$ cat config.mk
export PLATFORM = sky130hd
export DESIGN_NAME = rc_channel_scale_smooth
export DESIGN_NICKNAME = d
export VERILOG_FILES = /design/src/design/rcss_pkg.sv /design/src/design/rcss_cfg.sv /design/src/design/rcss_div.sv /design/src/design/rcss_blend.sv /design/src/design/rc_channel_scale_smooth.sv
export VERILOG_INCLUDE_DIRS = /design/src /design/src/design
export SDC_FILE = /design/constraint.sdc
export NUM_CORES = 2
export LEC_CHECK = 0
export ABC_AREA = 1
export BUFFER_PORTS_ARGS = -buffer_cell sky130_fd_sc_hd__buf_2
export CAP_MARGIN = 10
export CORE_UTILIZATION = 45
export CTS_CLUSTER_SIZE = 30
export DETAILED_ROUTE_END_ITERATION = 7
export GPL_TIMING_DRIVEN = 0
export PLACE_DENSITY_LB_ADDON = 0.12
export SLEW_MARGIN = 20
export SYNTH_ARGS = -nofsm -noshare
export SYNTH_HDL_FRONTEND = slang
export SYNTH_SLANG_ARGS = --single-unit
$ cat constraint.sdc
create_clock -name clk -period 8.4 [get_ports clk]
set_input_delay 0.84 -clock clk [delete_from_list [all_inputs] [get_ports clk]]
set_output_delay 0.84 -clock clk [all_outputs]
set_load 0.02 [all_outputs]
$ cat src/design/assert_macros.svh
// Assertion macros for the design files.
`ifndef ASSERT_MACROS_SVH
`define ASSERT_MACROS_SVH

// The consequent holds in the same cycle as the antecedent.
`define ASSERT_SAME(lbl, ante, cons, msg) \
    lbl: assert property (@(posedge clk) disable iff (!rst_n) (ante) |-> (cons)) \
        else $error(msg);

// The consequent holds in the cycle after the antecedent.
`define ASSERT_NEXT(lbl, ante, cons, msg) \
    lbl: assert property (@(posedge clk) disable iff (!rst_n) (ante) |=> (cons)) \
        else $error(msg);

`endif

$ cat src/design/rcss_pkg.sv
`default_nettype none

package rcss_pkg;

    localparam int FRAC_BITS_DEF  = 8;
    localparam int ALPHA_BITS_DEF = 16;

    localparam int WIDTH_W    = 16;
    localparam int SUM_W      = 18;
    localparam int CENTER_W   = 12;
    localparam int ALPHA_W    = 16;
    localparam int DIFF_W     = 13;
    localparam int DIVISOR_W  = 9;
    localparam int MUL_W      = 6;
    localparam int BOUND_W    = 12;
    localparam int APB_AW     = 5;
    localparam int APB_DW     = 32;
    localparam int CMD_RP_W   = 13;
    localparam int CMD_Y_W    = 14;
    localparam int CMD_T_W    = 18;

    localparam int DIV_CMD = 500;
    localparam int DIV_THR = 10;

    localparam logic [SUM_W-1:0] LOST_LIMIT = 18'd100;

    typedef logic [1:0] chan_t;

    localparam chan_t CH_ROLL     = 2'd0;
    localparam chan_t CH_PITCH    = 2'd1;
    localparam chan_t CH_THROTTLE = 2'd2;
    localparam chan_t CH_YAW      = 2'd3;

    typedef logic [2:0] reg_idx_t;

    localparam reg_idx_t REG_ALPHA           = 3'd0;
    localparam reg_idx_t REG_CENTER_ROLL     = 3'd1;
    localparam reg_idx_t REG_CENTER_PITCH    = 3'd2;
    localparam reg_idx_t REG_CENTER_THROTTLE = 3'd3;
    localparam reg_idx_t REG_CENTER_YAW      = 3'd4;

    localparam logic [ALPHA_W-1:0]  ALPHA_RST           = 16'd52429;
    localparam logic [CENTER_W-1:0] CENTER_ROLL_RST     = 12'd1565;
    localparam logic [CENTER_W-1:0] CENTER_PITCH_RST    = 12'd1492;
    localparam logic [CENTER_W-1:0] CENTER_THROTTLE_RST = 12'd1010;
    localparam logic [CENTER_W-1:0] CENTER_YAW_RST      = 12'd1502;

    typedef struct packed {
        logic [ALPHA_W-1:0]  alpha;
        logic [CENTER_W-1:0] center_roll;
        logic [CENTER_W-1:0] center_pitch;
        logic [CENTER_W-1:0] center_throttle;
        logic [CENTER_W-1:0] center_yaw;
    } cfg_t;

    // Scale of a channel is chan_mul / chan_div applied to the centered width.
    function automatic logic [MUL_W-1:0] chan_mul(input chan_t ch);
        logic [MUL_W-1:0] m;
        case (ch)
            CH_THROTTLE: m = 6'd3;
            CH_YAW:      m = 6'd60;
            default:     m = 6'd32;
        endcase
        return m;
    endfunction

    function automatic logic [DIVISOR_W-1:0] chan_div(input chan_t ch);
        logic [DIVISOR_W-1:0] d;
        case (ch)
            CH_THROTTLE: d = DIVISOR_W'(DIV_THR);
            default:     d = DIVISOR_W'(DIV_CMD);
        endcase
        return d;
    endfunction

    // Centered widths beyond this magnitude all give a saturated scaled value.
    function automatic logic signed [DIFF_W-1:0] chan_dlim(input chan_t ch);
        logic signed [DIFF_W-1:0] l;
        case (ch)
            CH_THROTTLE: l = 13'sd4095;
            CH_YAW:      l = 13'sd256;
            default:     l = 13'sd240;
        endcase
        return l;
    endfunction

    function automatic logic signed [BOUND_W-1:0] chan_lo(input chan_t ch);
        logic signed [BOUND_W-1:0] b;
        case (ch)
            CH_THROTTLE: b = 12'sd0;
            CH_YAW:      b = -12'sd30;
            default:     b = -12'sd15;
        endcase
        return b;
    endfunction

    function automatic logic signed [BOUND_W-1:0] chan_hi(input chan_t ch);
        logic signed [BOUND_W-1:0] b;
        case (ch)
            CH_THROTTLE: b = 12'sd1000;
            CH_YAW:      b = 12'sd30;
            default:     b = 12'sd15;
        endcase
        return b;
    endfunction

endpackage

`default_nettype wire

$ cat src/design/rcss_cfg.sv
`default_nettype none

module rcss_cfg (
    input  logic                          clk,
    input  logic                          rst_n,
    input  logic                          psel,
    input  logic                          penable,
    input  logic                          pwrite,
    input  logic [rcss_pkg::APB_AW-1:0]   paddr,
    input  logic [rcss_pkg::APB_DW-1:0]   pwdata,
    output logic [rcss_pkg::APB_DW-1:0]   prdata,
    output logic                          pready,
    output rcss_pkg::cfg_t                cfg
);
    import rcss_pkg::*;

    cfg_t     cfg_reg;
    cfg_t     cfg_next;
    reg_idx_t idx;
    logic     wr_en;

    assign pready = 1'b1;
    assign idx    = paddr[APB_AW-1:2];
    assign wr_en  = psel && penable && pwrite && pready;
    assign cfg    = cfg_reg;

    always_comb
    begin
        cfg_next = cfg_reg;
        if (wr_en)
        begin
            case (idx)
                REG_ALPHA:           cfg_next.alpha           = pwdata[ALPHA_W-1:0];
                REG_CENTER_ROLL:     cfg_next.center_roll     = pwdata[CENTER_W-1:0];
                REG_CENTER_PITCH:    cfg_next.center_pitch    = pwdata[CENTER_W-1:0];
                REG_CENTER_THROTTLE: cfg_next.center_throttle = pwdata[CENTER_W-1:0];
                REG_CENTER_YAW:      cfg_next.center_yaw      = pwdata[CENTER_W-1:0];
                default:             cfg_next = cfg_reg;
            endcase
        end
    end

    always_comb
    begin
        case (idx)
            REG_ALPHA:           prdata = APB_DW'(cfg_reg.alpha);
            REG_CENTER_ROLL:     prdata = APB_DW'(cfg_reg.center_roll);
            REG_CENTER_PITCH:    prdata = APB_DW'(cfg_reg.center_pitch);
            REG_CENTER_THROTTLE: prdata = APB_DW'(cfg_reg.center_throttle);
            REG_CENTER_YAW:      prdata = APB_DW'(cfg_reg.center_yaw);
            default:             prdata = '0;
        endcase
    end

    always_ff @(posedge clk or negedge rst_n)
    begin
        if (!rst_n)
        begin
            cfg_reg.alpha           <= ALPHA_RST;
            cfg_reg.center_roll     <= CENTER_ROLL_RST;
            cfg_reg.center_pitch    <= CENTER_PITCH_RST;
            cfg_reg.center_throttle <= CENTER_THROTTLE_RST;
            cfg_reg.center_yaw      <= CENTER_YAW_RST;
        end
        else
        begin
            cfg_reg <= cfg_next;
        end
    end

endmodule

`default_nettype wire

$ cat src/design/rcss_div.sv
`default_nettype none

module rcss_div #(
    parameter int NW = 23
) (
    input  logic                              clk,
    input  logic                              rst_n,
    input  logic                              start,
    input  logic [NW-1:0]                     dividend,
    input  rcss_pkg::chan_t                   ch,
    output logic                              done,
    output logic [NW-1:0]                     quotient
);
    import rcss_pkg::*;

    // Division by a constant as a multiplication by its rounded-up reciprocal.
    // A shift of NW plus the bit count of the divisor keeps the quotient exact
    // for every dividend below 2^NW.
    localparam int     MW        = NW + 1;
    localparam int     PW        = NW + MW;
    localparam int     SH_CMD    = NW + $clog2(DIV_CMD);
    localparam int     SH_THR    = NW + $clog2(DIV_THR);
    localparam longint REC_CMD   = ((longint'(1) << SH_CMD) + longint'(DIV_CMD - 1))
                                   / longint'(DIV_CMD);
    localparam longint REC_THR   = ((longint'(1) << SH_THR) + longint'(DIV_THR - 1))
                                   / longint'(DIV_THR);

    logic [NW-1:0]  num_reg;
    logic [MW-1:0]  rec_reg;
    logic           thr_reg;
    logic           v1_reg;
    logic           done_reg;
    logic [PW-1:0]  prod_reg;
    logic [PW-1:0]  prod;

    assign prod = num_reg * rec_reg;

    always_ff @(posedge clk or negedge rst_n)
    begin
        if (!rst_n)
        begin
            v1_reg   <= 1'b0;
            done_reg <= 1'b0;
        end
        else
        begin
            v1_reg   <= start;
            done_reg <= v1_reg;
        end
    end

    always_ff @(posedge clk)
    begin
        if (start)
        begin
            num_reg <= dividend;
            rec_reg <= (ch == CH_THROTTLE) ? MW'(REC_THR) : MW'(REC_CMD);
            thr_reg <= (ch == CH_THROTTLE);
        end
        if (v1_reg)
        begin
            prod_reg <= prod;
        end
    end

    assign done     = done_reg;
    assign quotient = thr_reg ? NW'(prod_reg >> SH_THR) : NW'(prod_reg >> SH_CMD);

endmodule

`default_nettype wire

$ cat src/design/rcss_blend.sv
`default_nettype none

module rcss_blend #(
    parameter int SW = 19,
    parameter int AB = 16
) (
    input  logic                             clk,
    input  logic                             rst_n,
    input  logic                             start,
    input  logic signed [SW-1:0]             pre,
    input  logic signed [SW-1:0]             prev,
    input  logic [rcss_pkg::ALPHA_W-1:0]     alpha,
    output logic                             done,
    output logic signed [SW-1:0]             result
);
    import rcss_pkg::*;

    localparam int AW   = AB + 1;
    localparam int PW   = SW + AW + 2;
    localparam int SUMW = PW + 1;
    localparam int CMPW = (ALPHA_W > AW) ? ALPHA_W : AW;
    localparam logic [AW-1:0]          FULL = {1'b1, {AB{1'b0}}};
    localparam logic signed [SUMW-1:0] HALF = SUMW'(1) <<< (AB - 1);

    logic [AW-1:0]           a_sat;
    logic signed [AW:0]      a_s;
    logic signed [SW:0]      diff;
    logic signed [PW-1:0]    prod;
    logic signed [PW-1:0]    prod_reg;
    logic signed [SW-1:0]    pre_reg;
    logic                    v1_reg;
    logic signed [SUMW-1:0]  sum;
    logic signed [SW-1:0]    result_reg;
    logic                    done_reg;

    // s' = pre + alpha * (s - pre) / 2^AB, rounded half up.
    assign a_sat = (CMPW'(alpha) > CMPW'(FULL)) ? FULL : AW'(alpha);
    assign a_s   = $signed({1'b0, a_sat});
    assign diff  = {prev[SW-1], prev} - {pre[SW-1], pre};
    assign prod  = diff * a_s;
    assign sum   = (SUMW'(pre_reg) <<< AB) + SUMW'(prod_reg) + HALF;

    always_ff @(posedge clk or negedge rst_n)
    begin
        if (!rst_n)
        begin
            v1_reg   <= 1'b0;
            done_reg <= 1'b0;
        end
        else
        begin
            v1_reg   <= start;
            done_reg <= v1_reg;
        end
    end

    always_ff @(posedge clk)
    begin
        prod_reg   <= prod;
        pre_reg    <= pre;
        result_reg <= sum[AB+SW-1:AB];
    end

    assign done   = done_reg;
    assign result = result_reg;

endmodule

`default_nettype wire

$ cat src/design/rc_channel_scale_smooth.sv
// Each channel passes in turn through the difference, numerator, divide, mix and blend
// steps; the reciprocal multiplier and the blend are shared by all four channels.
// A frame with pulse sum at most 100 skips these steps and goes straight to the output
// state. A new frame is taken only in the idle state, after the previous result is loaded.
// Reset: rst_n clears the smoothed values, the sequencer and the output valid, and
// loads the configuration registers with their defaults.
`default_nettype none
`include "assert_macros.svh"

module rc_channel_scale_smooth #(
    parameter int FRAC_BITS  = rcss_pkg::FRAC_BITS_DEF,
    parameter int ALPHA_BITS = rcss_pkg::ALPHA_BITS_DEF
) (
    input  logic                                   clk,
    input  logic                                   rst_n,
    input  logic                                   psel,
    input  logic                                   penable,
    input  logic                                   pwrite,
    input  logic [rcss_pkg::APB_AW-1:0]            paddr,
    input  logic [rcss_pkg::APB_DW-1:0]            pwdata,
    output logic [rcss_pkg::APB_DW-1:0]            prdata,
    output logic                                   pready,
    input  logic                                   in_valid,
    output logic                                   in_ready,
    input  logic [rcss_pkg::WIDTH_W-1:0]           width_roll,
    input  logic [rcss_pkg::WIDTH_W-1:0]           width_pitch,
    input  logic [rcss_pkg::WIDTH_W-1:0]           width_throttle,
    input  logic [rcss_pkg::WIDTH_W-1:0]           width_yaw,
    output logic                                   out_valid,
    input  logic                                   out_ready,
    output logic signed [rcss_pkg::CMD_RP_W-1:0]   roll_cmd,
    output logic signed [rcss_pkg::CMD_RP_W-1:0]   pitch_cmd,
    output logic signed [rcss_pkg::CMD_Y_W-1:0]    yaw_cmd,
    output logic [rcss_pkg::CMD_T_W-1:0]           throttle_cmd,
    output logic                                   signal_lost
);
    import rcss_pkg::*;

    localparam int SW = FRAC_BITS + 11;
    localparam int NW = FRAC_BITS + 15;
    localparam int QW = FRAC_BITS + 12;
    localparam int XW = 32;

    localparam logic [2:0] S_IDLE  = 3'd0;
    localparam logic [2:0] S_DIFF  = 3'd1;
    localparam logic [2:0] S_NUMER = 3'd2;
    localparam logic [2:0] S_DIV   = 3'd3;
    localparam logic [2:0] S_MIX   = 3'd4;
    localparam logic [2:0] S_BLEND = 3'd5;
    localparam logic [2:0] S_FIN   = 3'd6;

    cfg_t cfg;

    logic [2:0]                  state_reg;
    logic [2:0]                  state_next;
    chan_t                       ch_reg;
    chan_t                       ch_next;
    logic                        lost_reg;
    logic                        lost_next;
    logic signed [SW-1:0]        smooth_reg [4];
    logic signed [SW-1:0]        smooth_next [4];
    logic [WIDTH_W-1:0]          w_reg [4];
    logic signed [DIFF_W-1:0]    dcl_reg;
    logic signed [DIFF_W-1:0]    dcl_next;
    logic                        neg_reg;
    logic                        neg_next;
    logic signed [SW-1:0]        pre_reg;
    logic signed [SW-1:0]        pre_next;
    logic                        out_valid_reg;
    logic                        out_valid_next;
    logic signed [CMD_RP_W-1:0]  roll_reg;
    logic signed [CMD_RP_W-1:0]  pitch_reg;
    logic signed [CMD_Y_W-1:0]   yaw_reg;
    logic [CMD_T_W-1:0]          throttle_reg;
    logic                        lost_out_reg;

    logic                        accept;
    logic                        lost_frame;
    logic [SUM_W-1:0]            width_sum;
    logic                        load_out;
    logic [WIDTH_W-1:0]          w_sel;
    logic [CENTER_W-1:0]         c_sel;
    logic signed [WIDTH_W:0]     d_full;
    logic signed [DIFF_W-1:0]    dlim;
    logic signed [DIFF_W-1:0]    dlim_n;
    logic signed [NW-1:0]        dcl_ext;
    logic signed [NW-1:0]        mul_ext;
    logic signed [NW-1:0]        n_val;
    logic [NW-1:0]               n_u;
    logic [NW-1:0]               u_val;
    logic [DIVISOR_W-1:0]        dv;
    logic                        div_start;
    logic                        div_done;
    logic [NW-1:0]               div_quo;
    logic [QW-1:0]               q_mag;
    logic signed [QW-1:0]        q_val;
    logic signed [QW-1:0]        lo_q;
    logic signed [QW-1:0]        hi_q;
    logic signed [QW-1:0]        q_cl;
    logic                        blend_start;
    logic                        blend_done;
    logic signed [SW-1:0]        blend_res;
    logic signed [XW-1:0]        sx_roll;
    logic signed [XW-1:0]        sx_pitch;
    logic signed [XW-1:0]        sx_yaw;
    logic signed [XW-1:0]        sx_throttle;

    rcss_cfg u_cfg (
        .clk     (clk),
        .rst_n   (rst_n),
        .psel    (psel),
        .penable (penable),
        .pwrite  (pwrite),
        .paddr   (paddr),
        .pwdata  (pwdata),
        .prdata  (prdata),
        .pready  (pready),
        .cfg     (cfg)
    );

    rcss_div #(
        .NW (NW)
    ) u_div (
        .clk      (clk),
        .rst_n    (rst_n),
        .start    (div_start),
        .dividend (u_val),
        .ch       (ch_reg),
        .done     (div_done),
        .quotient (div_quo)
    );

    rcss_blend #(
        .SW (SW),
        .AB (ALPHA_BITS)
    ) u_blend (
        .clk    (clk),
        .rst_n  (rst_n),
        .start  (blend_start),
        .pre    (pre_reg),
        .prev   (smooth_reg[ch_reg]),
        .alpha  (cfg.alpha),
        .done   (blend_done),
        .result (blend_res)
    );

    assign in_ready   = (state_reg == S_IDLE);
    assign accept     = in_valid && in_ready;
    assign width_sum  = SUM_W'(width_roll) + SUM_W'(width_pitch)
                      + SUM_W'(width_throttle) + SUM_W'(width_yaw);
    assign lost_frame = (width_sum <= LOST_LIMIT);
    assign load_out   = (state_reg == S_FIN) && (!out_valid_reg || out_ready);

    always_comb
    begin
        case (ch_reg)
            CH_ROLL:     c_sel = cfg.center_roll;
            CH_PITCH:    c_sel = cfg.center_pitch;
            CH_THROTTLE: c_sel = cfg.center_throttle;
            CH_YAW:      c_sel = cfg.center_yaw;
            default:     c_sel = cfg.center_roll;
        endcase
    end

    // Centered width, limited on both sides just past the point where the channel saturates.
    assign w_sel    = w_reg[ch_reg];
    assign d_full   = $signed({1'b0, w_sel}) - $signed({{(WIDTH_W - CENTER_W + 1){1'b0}}, c_sel});
    assign dlim     = chan_dlim(ch_reg);
    assign dlim_n   = -dlim;
    assign dcl_next = (d_full > (WIDTH_W + 1)'(dlim)) ? dlim :
                      ((d_full < (WIDTH_W + 1)'(dlim_n)) ? dlim_n : d_full[DIFF_W-1:0]);

    // Numerator with the rounding offset; negative values become ~n + d so that
    // the unsigned quotient, negated, is the floor.
    assign dv      = chan_div(ch_reg);
    assign dcl_ext = NW'(dcl_reg);
    assign mul_ext = $signed(NW'(chan_mul(ch_reg)));
    assign n_val   = ((dcl_ext * mul_ext) <<< FRAC_BITS) + $signed(NW'(dv >> 1));
    assign n_u     = n_val;
    assign u_val   = n_val[NW-1] ? (~n_u + NW'(dv)) : n_u;
    assign neg_next = n_val[NW-1];

    assign div_start   = (state_reg == S_NUMER);
    assign blend_start = (state_reg == S_MIX);

    assign q_mag = div_quo[QW-1:0];
    assign q_val = neg_reg ? $signed(QW'(0) - q_mag) : $signed(q_mag);
    assign lo_q  = QW'(chan_lo(ch_reg)) <<< FRAC_BITS;
    assign hi_q  = QW'(chan_hi(ch_reg)) <<< FRAC_BITS;
    assign q_cl  = (q_val < lo_q) ? lo_q : ((q_val > hi_q) ? hi_q : q_val);
    assign pre_next = q_cl[SW-1:0];

    always_comb
    begin
        state_next = state_reg;
        ch_next    = ch_reg;
        lost_next  = lost_reg;
        for (int i = 0; i < 4; i++)
        begin
            smooth_next[i] = smooth_reg[i];
        end
        case (state_reg)
            S_IDLE:
            begin
                if (accept)
                begin
                    ch_next   = CH_ROLL;
                    lost_next = lost_frame;
                    if (lost_frame)
                    begin
                        for (int i = 0; i < 4; i++)
                        begin
                            smooth_next[i] = '0;
                        end
                        state_next = S_FIN;
                    end
                    else
                    begin
                        state_next = S_DIFF;
                    end
                end
            end
            S_DIFF:  state_next = S_NUMER;
            S_NUMER: state_next = S_DIV;
            S_DIV:
            begin
                if (div_done)
                begin
                    state_next = S_MIX;
                end
            end
            S_MIX:   state_next = S_BLEND;
            S_BLEND:
            begin
                if (blend_done)
                begin
                    smooth_next[ch_reg] = blend_res;
                    if (ch_reg == CH_YAW)
                    begin
                        state_next = S_FIN;
                    end
                    else
                    begin
                        ch_next    = ch_reg + 2'd1;
                        state_next = S_DIFF;
                    end
                end
            end
            S_FIN:
            begin
                if (load_out)
                begin
                    state_next = S_IDLE;
                end
            end
            default: state_next = S_IDLE;
        endcase
    end

    always_comb
    begin
        if (load_out)
        begin
            out_valid_next = 1'b1;
        end
        else if (out_ready)
        begin
            out_valid_next = 1'b0;
        end
        else
        begin
            out_valid_next = out_valid_reg;
        end
    end

    assign sx_roll     = XW'(smooth_reg[CH_ROLL]);
    assign sx_pitch    = XW'(smooth_reg[CH_PITCH]);
    assign sx_yaw      = XW'(smooth_reg[CH_YAW]);
    assign sx_throttle = XW'(smooth_reg[CH_THROTTLE]);

    always_ff @(posedge clk or negedge rst_n)
    begin
        if (!rst_n)
        begin
            state_reg     <= S_IDLE;
            ch_reg        <= CH_ROLL;
            lost_reg      <= 1'b0;
            out_valid_reg <= 1'b0;
            for (int i = 0; i < 4; i++)
            begin
                smooth_reg[i] <= '0;
            end
        end
        else
        begin
            state_reg     <= state_next;
            ch_reg        <= ch_next;
            lost_reg      <= lost_next;
            out_valid_reg <= out_valid_next;
            for (int i = 0; i < 4; i++)
            begin
                smooth_reg[i] <= smooth_next[i];
            end
        end
    end

    always_ff @(posedge clk)
    begin
        if (accept)
        begin
            w_reg[CH_ROLL]     <= width_roll;
            w_reg[CH_PITCH]    <= width_pitch;
            w_reg[CH_THROTTLE] <= width_throttle;
            w_reg[CH_YAW]      <= width_yaw;
        end
        if (state_reg == S_DIFF)
        begin
            dcl_reg <= dcl_next;
        end
        if (state_reg == S_NUMER)
        begin
            neg_reg <= neg_next;
        end
        if (div_done)
        begin
            pre_reg <= pre_next;
        end
        if (load_out)
        begin
            roll_reg     <= sx_roll[CMD_RP_W-1:0];
            pitch_reg    <= sx_pitch[CMD_RP_W-1:0];
            yaw_reg      <= sx_yaw[CMD_Y_W-1:0];
            throttle_reg <= sx_throttle[CMD_T_W-1:0];
            lost_out_reg <= lost_reg;
        end
    end

    assign out_valid    = out_valid_reg;
    assign roll_cmd     = roll_reg;
    assign pitch_cmd    = pitch_reg;
    assign yaw_cmd      = yaw_reg;
    assign throttle_cmd = throttle_reg;
    assign signal_lost  = lost_out_reg;

    `ASSERT_SAME(a_div_done_in_wait, div_done, state_reg == S_DIV, "Divider finished outside its wait state.")
    `ASSERT_SAME(a_blend_done_in_wait, blend_done, state_reg == S_BLEND, "Blend finished outside its wait state.")
    `ASSERT_SAME(a_lost_zero, out_valid && signal_lost, roll_cmd == '0 && pitch_cmd == '0 && yaw_cmd == '0 && throttle_cmd == '0, "Lost frame gave nonzero commands.")
    `ASSERT_NEXT(a_busy_after_accept, in_valid && in_ready, !in_ready, "Block ready right after an input transfer.")

endmodule

`default_nettype wire
==> impl_metrics.py <==
metrics = {
    "run_status": {
        "status": "completed",
    },
    "job": {
        "drv_cap": 0,
    },
    "setup_path": {
        "worst-path-max-fanout": 10,
        "r2r_slack_ns": 0.04,
        "cp.depth": 31,
        "required_ns": 8.90,
        "cp.arrival_ns": 8.86,
        "cp_num_buf_inv": 8,
        "cp_slowest_stage_delay_ns": 0.63,
        "cp_top_family": "adder cells",
        "rr_worst_depth": 31,
        "end_kind": "flip-flop",
        "crit_path_start_kind": "flip-flop",
        "cp_slowest_cell": "clkbuf_1",
        "critPathKind": "flip-flop to flip-flop",
        "critPathMostFrequentCell": "fa_1",
    },
    "synthesis": {
        "ys_types": 67,
        "synth_common_cells": "inv_1, nand2_1, fa_1, ha_1, nor2_1",
        "synth_top_area_cell": "fa_1",
        "yosysMostFrequentCell": "inv_1",
        "avgSynthCellArea_um2": 8.80,
        "netlist_area_um2": 47800,
        "yosysWarnings": 0,
        "ys_seq_area_frac": 0.227,
        "synth_edf_count": 196,
        "ys_async_sr_fraction": 0.373,
        "yosys_register_bits": 405,
        "synth_cells": 5435,
        "ys.flop_type": "edfxtp_1",
        "synthTopCellsByArea": "fa_1, ha_1, edfxtp_1",
        "synth_top_area_frac": 0.283,
    },
    "clock_tree": {
        "cts_buffer_depth": 3,
        "ctsHoldBuffers": 0,
        "htree_levels": 2,
        "clkTransAtPathRegs_ns": 0.06,
        "cts.sinks": 405,
        "clk_latency_ns": 0.62,
        "cts_made_buffers": 47,
        "clockRootBuffer": "clkbuf_16",
        "cts_tree": "built",
    },
    "place": {
        "dpl.hpwl_mm": 116,
        "dp_cells": 7022,
        "port_buffers": 166,
        "gp_congestion": 0.928,
        "place_ws_ns": -2.16,
    },
    "route": {
        "route.detailed.drc": 0,
        "vias": 37371,
        "firstDrtPassIters": 6,
        "wl_met3_mm": 8.92,
        "wl_mm": 141,
        "routed-wl-met2_mm": 64.4,
        "vias_per_cell": 5.20,
        "ant_nets": 0,
        "dr.first_iter.drc_count": 2843,
        "wire_per_inst_um": 19.7,
        "maxUsedRoutingLayer": "met5",
        "met1Wirelength_mm": 64.8,
    },
    "die": {
        "die_y_um": 328,
        "dieArea_um2": 108000,
        "fp.dieW_um": 328,
        "io_pins": 202,
        "core_area_um2": 105000,
        "start_util": 0.454,
        "rows": 119,
    },
    "grt": {
        "grt_overflow": 0,
        "antenna_found_initial": 3,
        "grt_pass1_wl_mm": 220,
        "grt_max_degree": 90,
        "track_usage": 0.267,
        "grt_pass1_vias": 37712,
    },
    "timing": {
        "fin_ws_ns": 0.0389,
        "fin_crit_sh": 0.995,
        "rsz0062_at_grt": "yes",
        "drv_slew": 0,
        "fmax_ghz": 0.120,
        "skew_ns": 0.0366,
        "finalCriticalPeriod_ns": 8.36,
        "hold_viol": 0,
        "setup_viol": 0,
        "relSlewSlack": 0.278,
        "tightest_slew_ns": 1.08,
    },
    "power": {
        "vdd.ir_drop.worst_uv": 1030,
        "leakagePower_uw": 0.0276,
        "powerDensity_nw_per_um2": 391,
        "p_total_uw": 21200,
    },
    "finish": {
        "drive_gt1_frac": 0.119,
        "largest_reg_flops": 76,
        "area_growth_syn_to_layout_pct": 13.2,
        "nNetsFinal": 7034,
        "fill_cells": 10052,
        "instances_no_fill": 7181,
    },
    "min_path": {
        "hold_path.class": "input pin to async pin",
    },
}
## where the power goes
| group | switching, uW | internal, uW |
|---|---|---|
| logic | 9910 | 6580 |
| clock network | 885 | 1280 |
| registers | 88.9 | 2420 |
| total | 10900 | 10300 |
## cells in the final DEF, fill, tap and decap left out, drive strengths merged, types with 16 or more instances in the layout
master,n
inv,1188
nand2,1099
fa,676
ha,500
nor2,445
buf,295
o21ai,237
a21oi,201
edfxtp,196
clkbuf,152
nand3,120
dfrtp,115
xor2,94
o22ai,64
dfxtp,58
xnor2,55
dfstp,36
nand4,29
nor3,25
conb,24
clkinv,19
a21o,16
a221oi,16
## timing repair
action	4_1_cts	5_1_grt
pin swaps	30	108
endpoints found under the setup margin	31	36
buffers inserted	32	40
resized for setup	184	144
endpoints found under the hold margin	0	0
## kinds of logic (layout without fill, tap and decap cells)
family | count (synthesis) | in the layout | synth area share
AOI/OAI and AO/OA | 602 | 602 | 0.0711
xor gates and xnor gates | 149 | 149 | 0.0278
adders and majority gates | 1177 | 1177 | 0.414
buffers and inverters | 1332 | 1664 | 0.108
DFF | 405 | 405 | 0.227
muxes | 1 | 1 | 0.000236
other | 2 | 25 | 0.000157
and+or+nand+nor | 1767 | 1767 | 0.151
## through the flow
| stage | cell area, um2 | util | hold slack, ns | setup TNS [ns] |
|---|---|---|---|---|
| floorplan | 47900 | - | 0.331 | 0 |
| global placement | 50500 | 0.479 | 0.337 | -44.71 |
| detailed placement | 50600 | 0.481 | 0.335 | -33.95 |
| CTS | 53300 | 0.506 | 0.168 | 0 |
| global route | 54100 | 0.514 | 0.198 | -1.81 |
| finish | 54100 | 0.514 | 0.173 | 0 |
## cell type report
cell class              count  area [um2]  share of cell area
diodes                      1        2.50           0.0000462
plain buffers             136         822              0.0152
clock buffers              64        1350              0.0249
clock inverters            24         278             0.00513
inverters                1193        4510              0.0833
multi-input cells        3720       33000               0.609
flip-flops and latches    405       10900               0.201
well taps                1391        1740              0.0322
repair buffers            247        1570              0.0290
## layer usage
metal	track usage	vias up
li1	-	17427
met5	0	-
met4	0.0602	2
met2	0.422	1060
met1	0.389	18703
met3	0.0373	179
## path summary, 6_finish.rpt
kind / from / to
min in group clk: u_blend.v1_reg / u_blend.done
hold reg to reg: u_blend.v1_reg / u_blend.done
setup reg to reg: ch_reg[0] / u_blend.prod_reg[30]
max in group asynchronous: rst_n / out_valid
setup / recovery: ch_reg[0] / u_blend.prod_reg[30]
hold / removal: rst_n / u_cfg.cfg[22]
(Power assumes the default switching activity.)
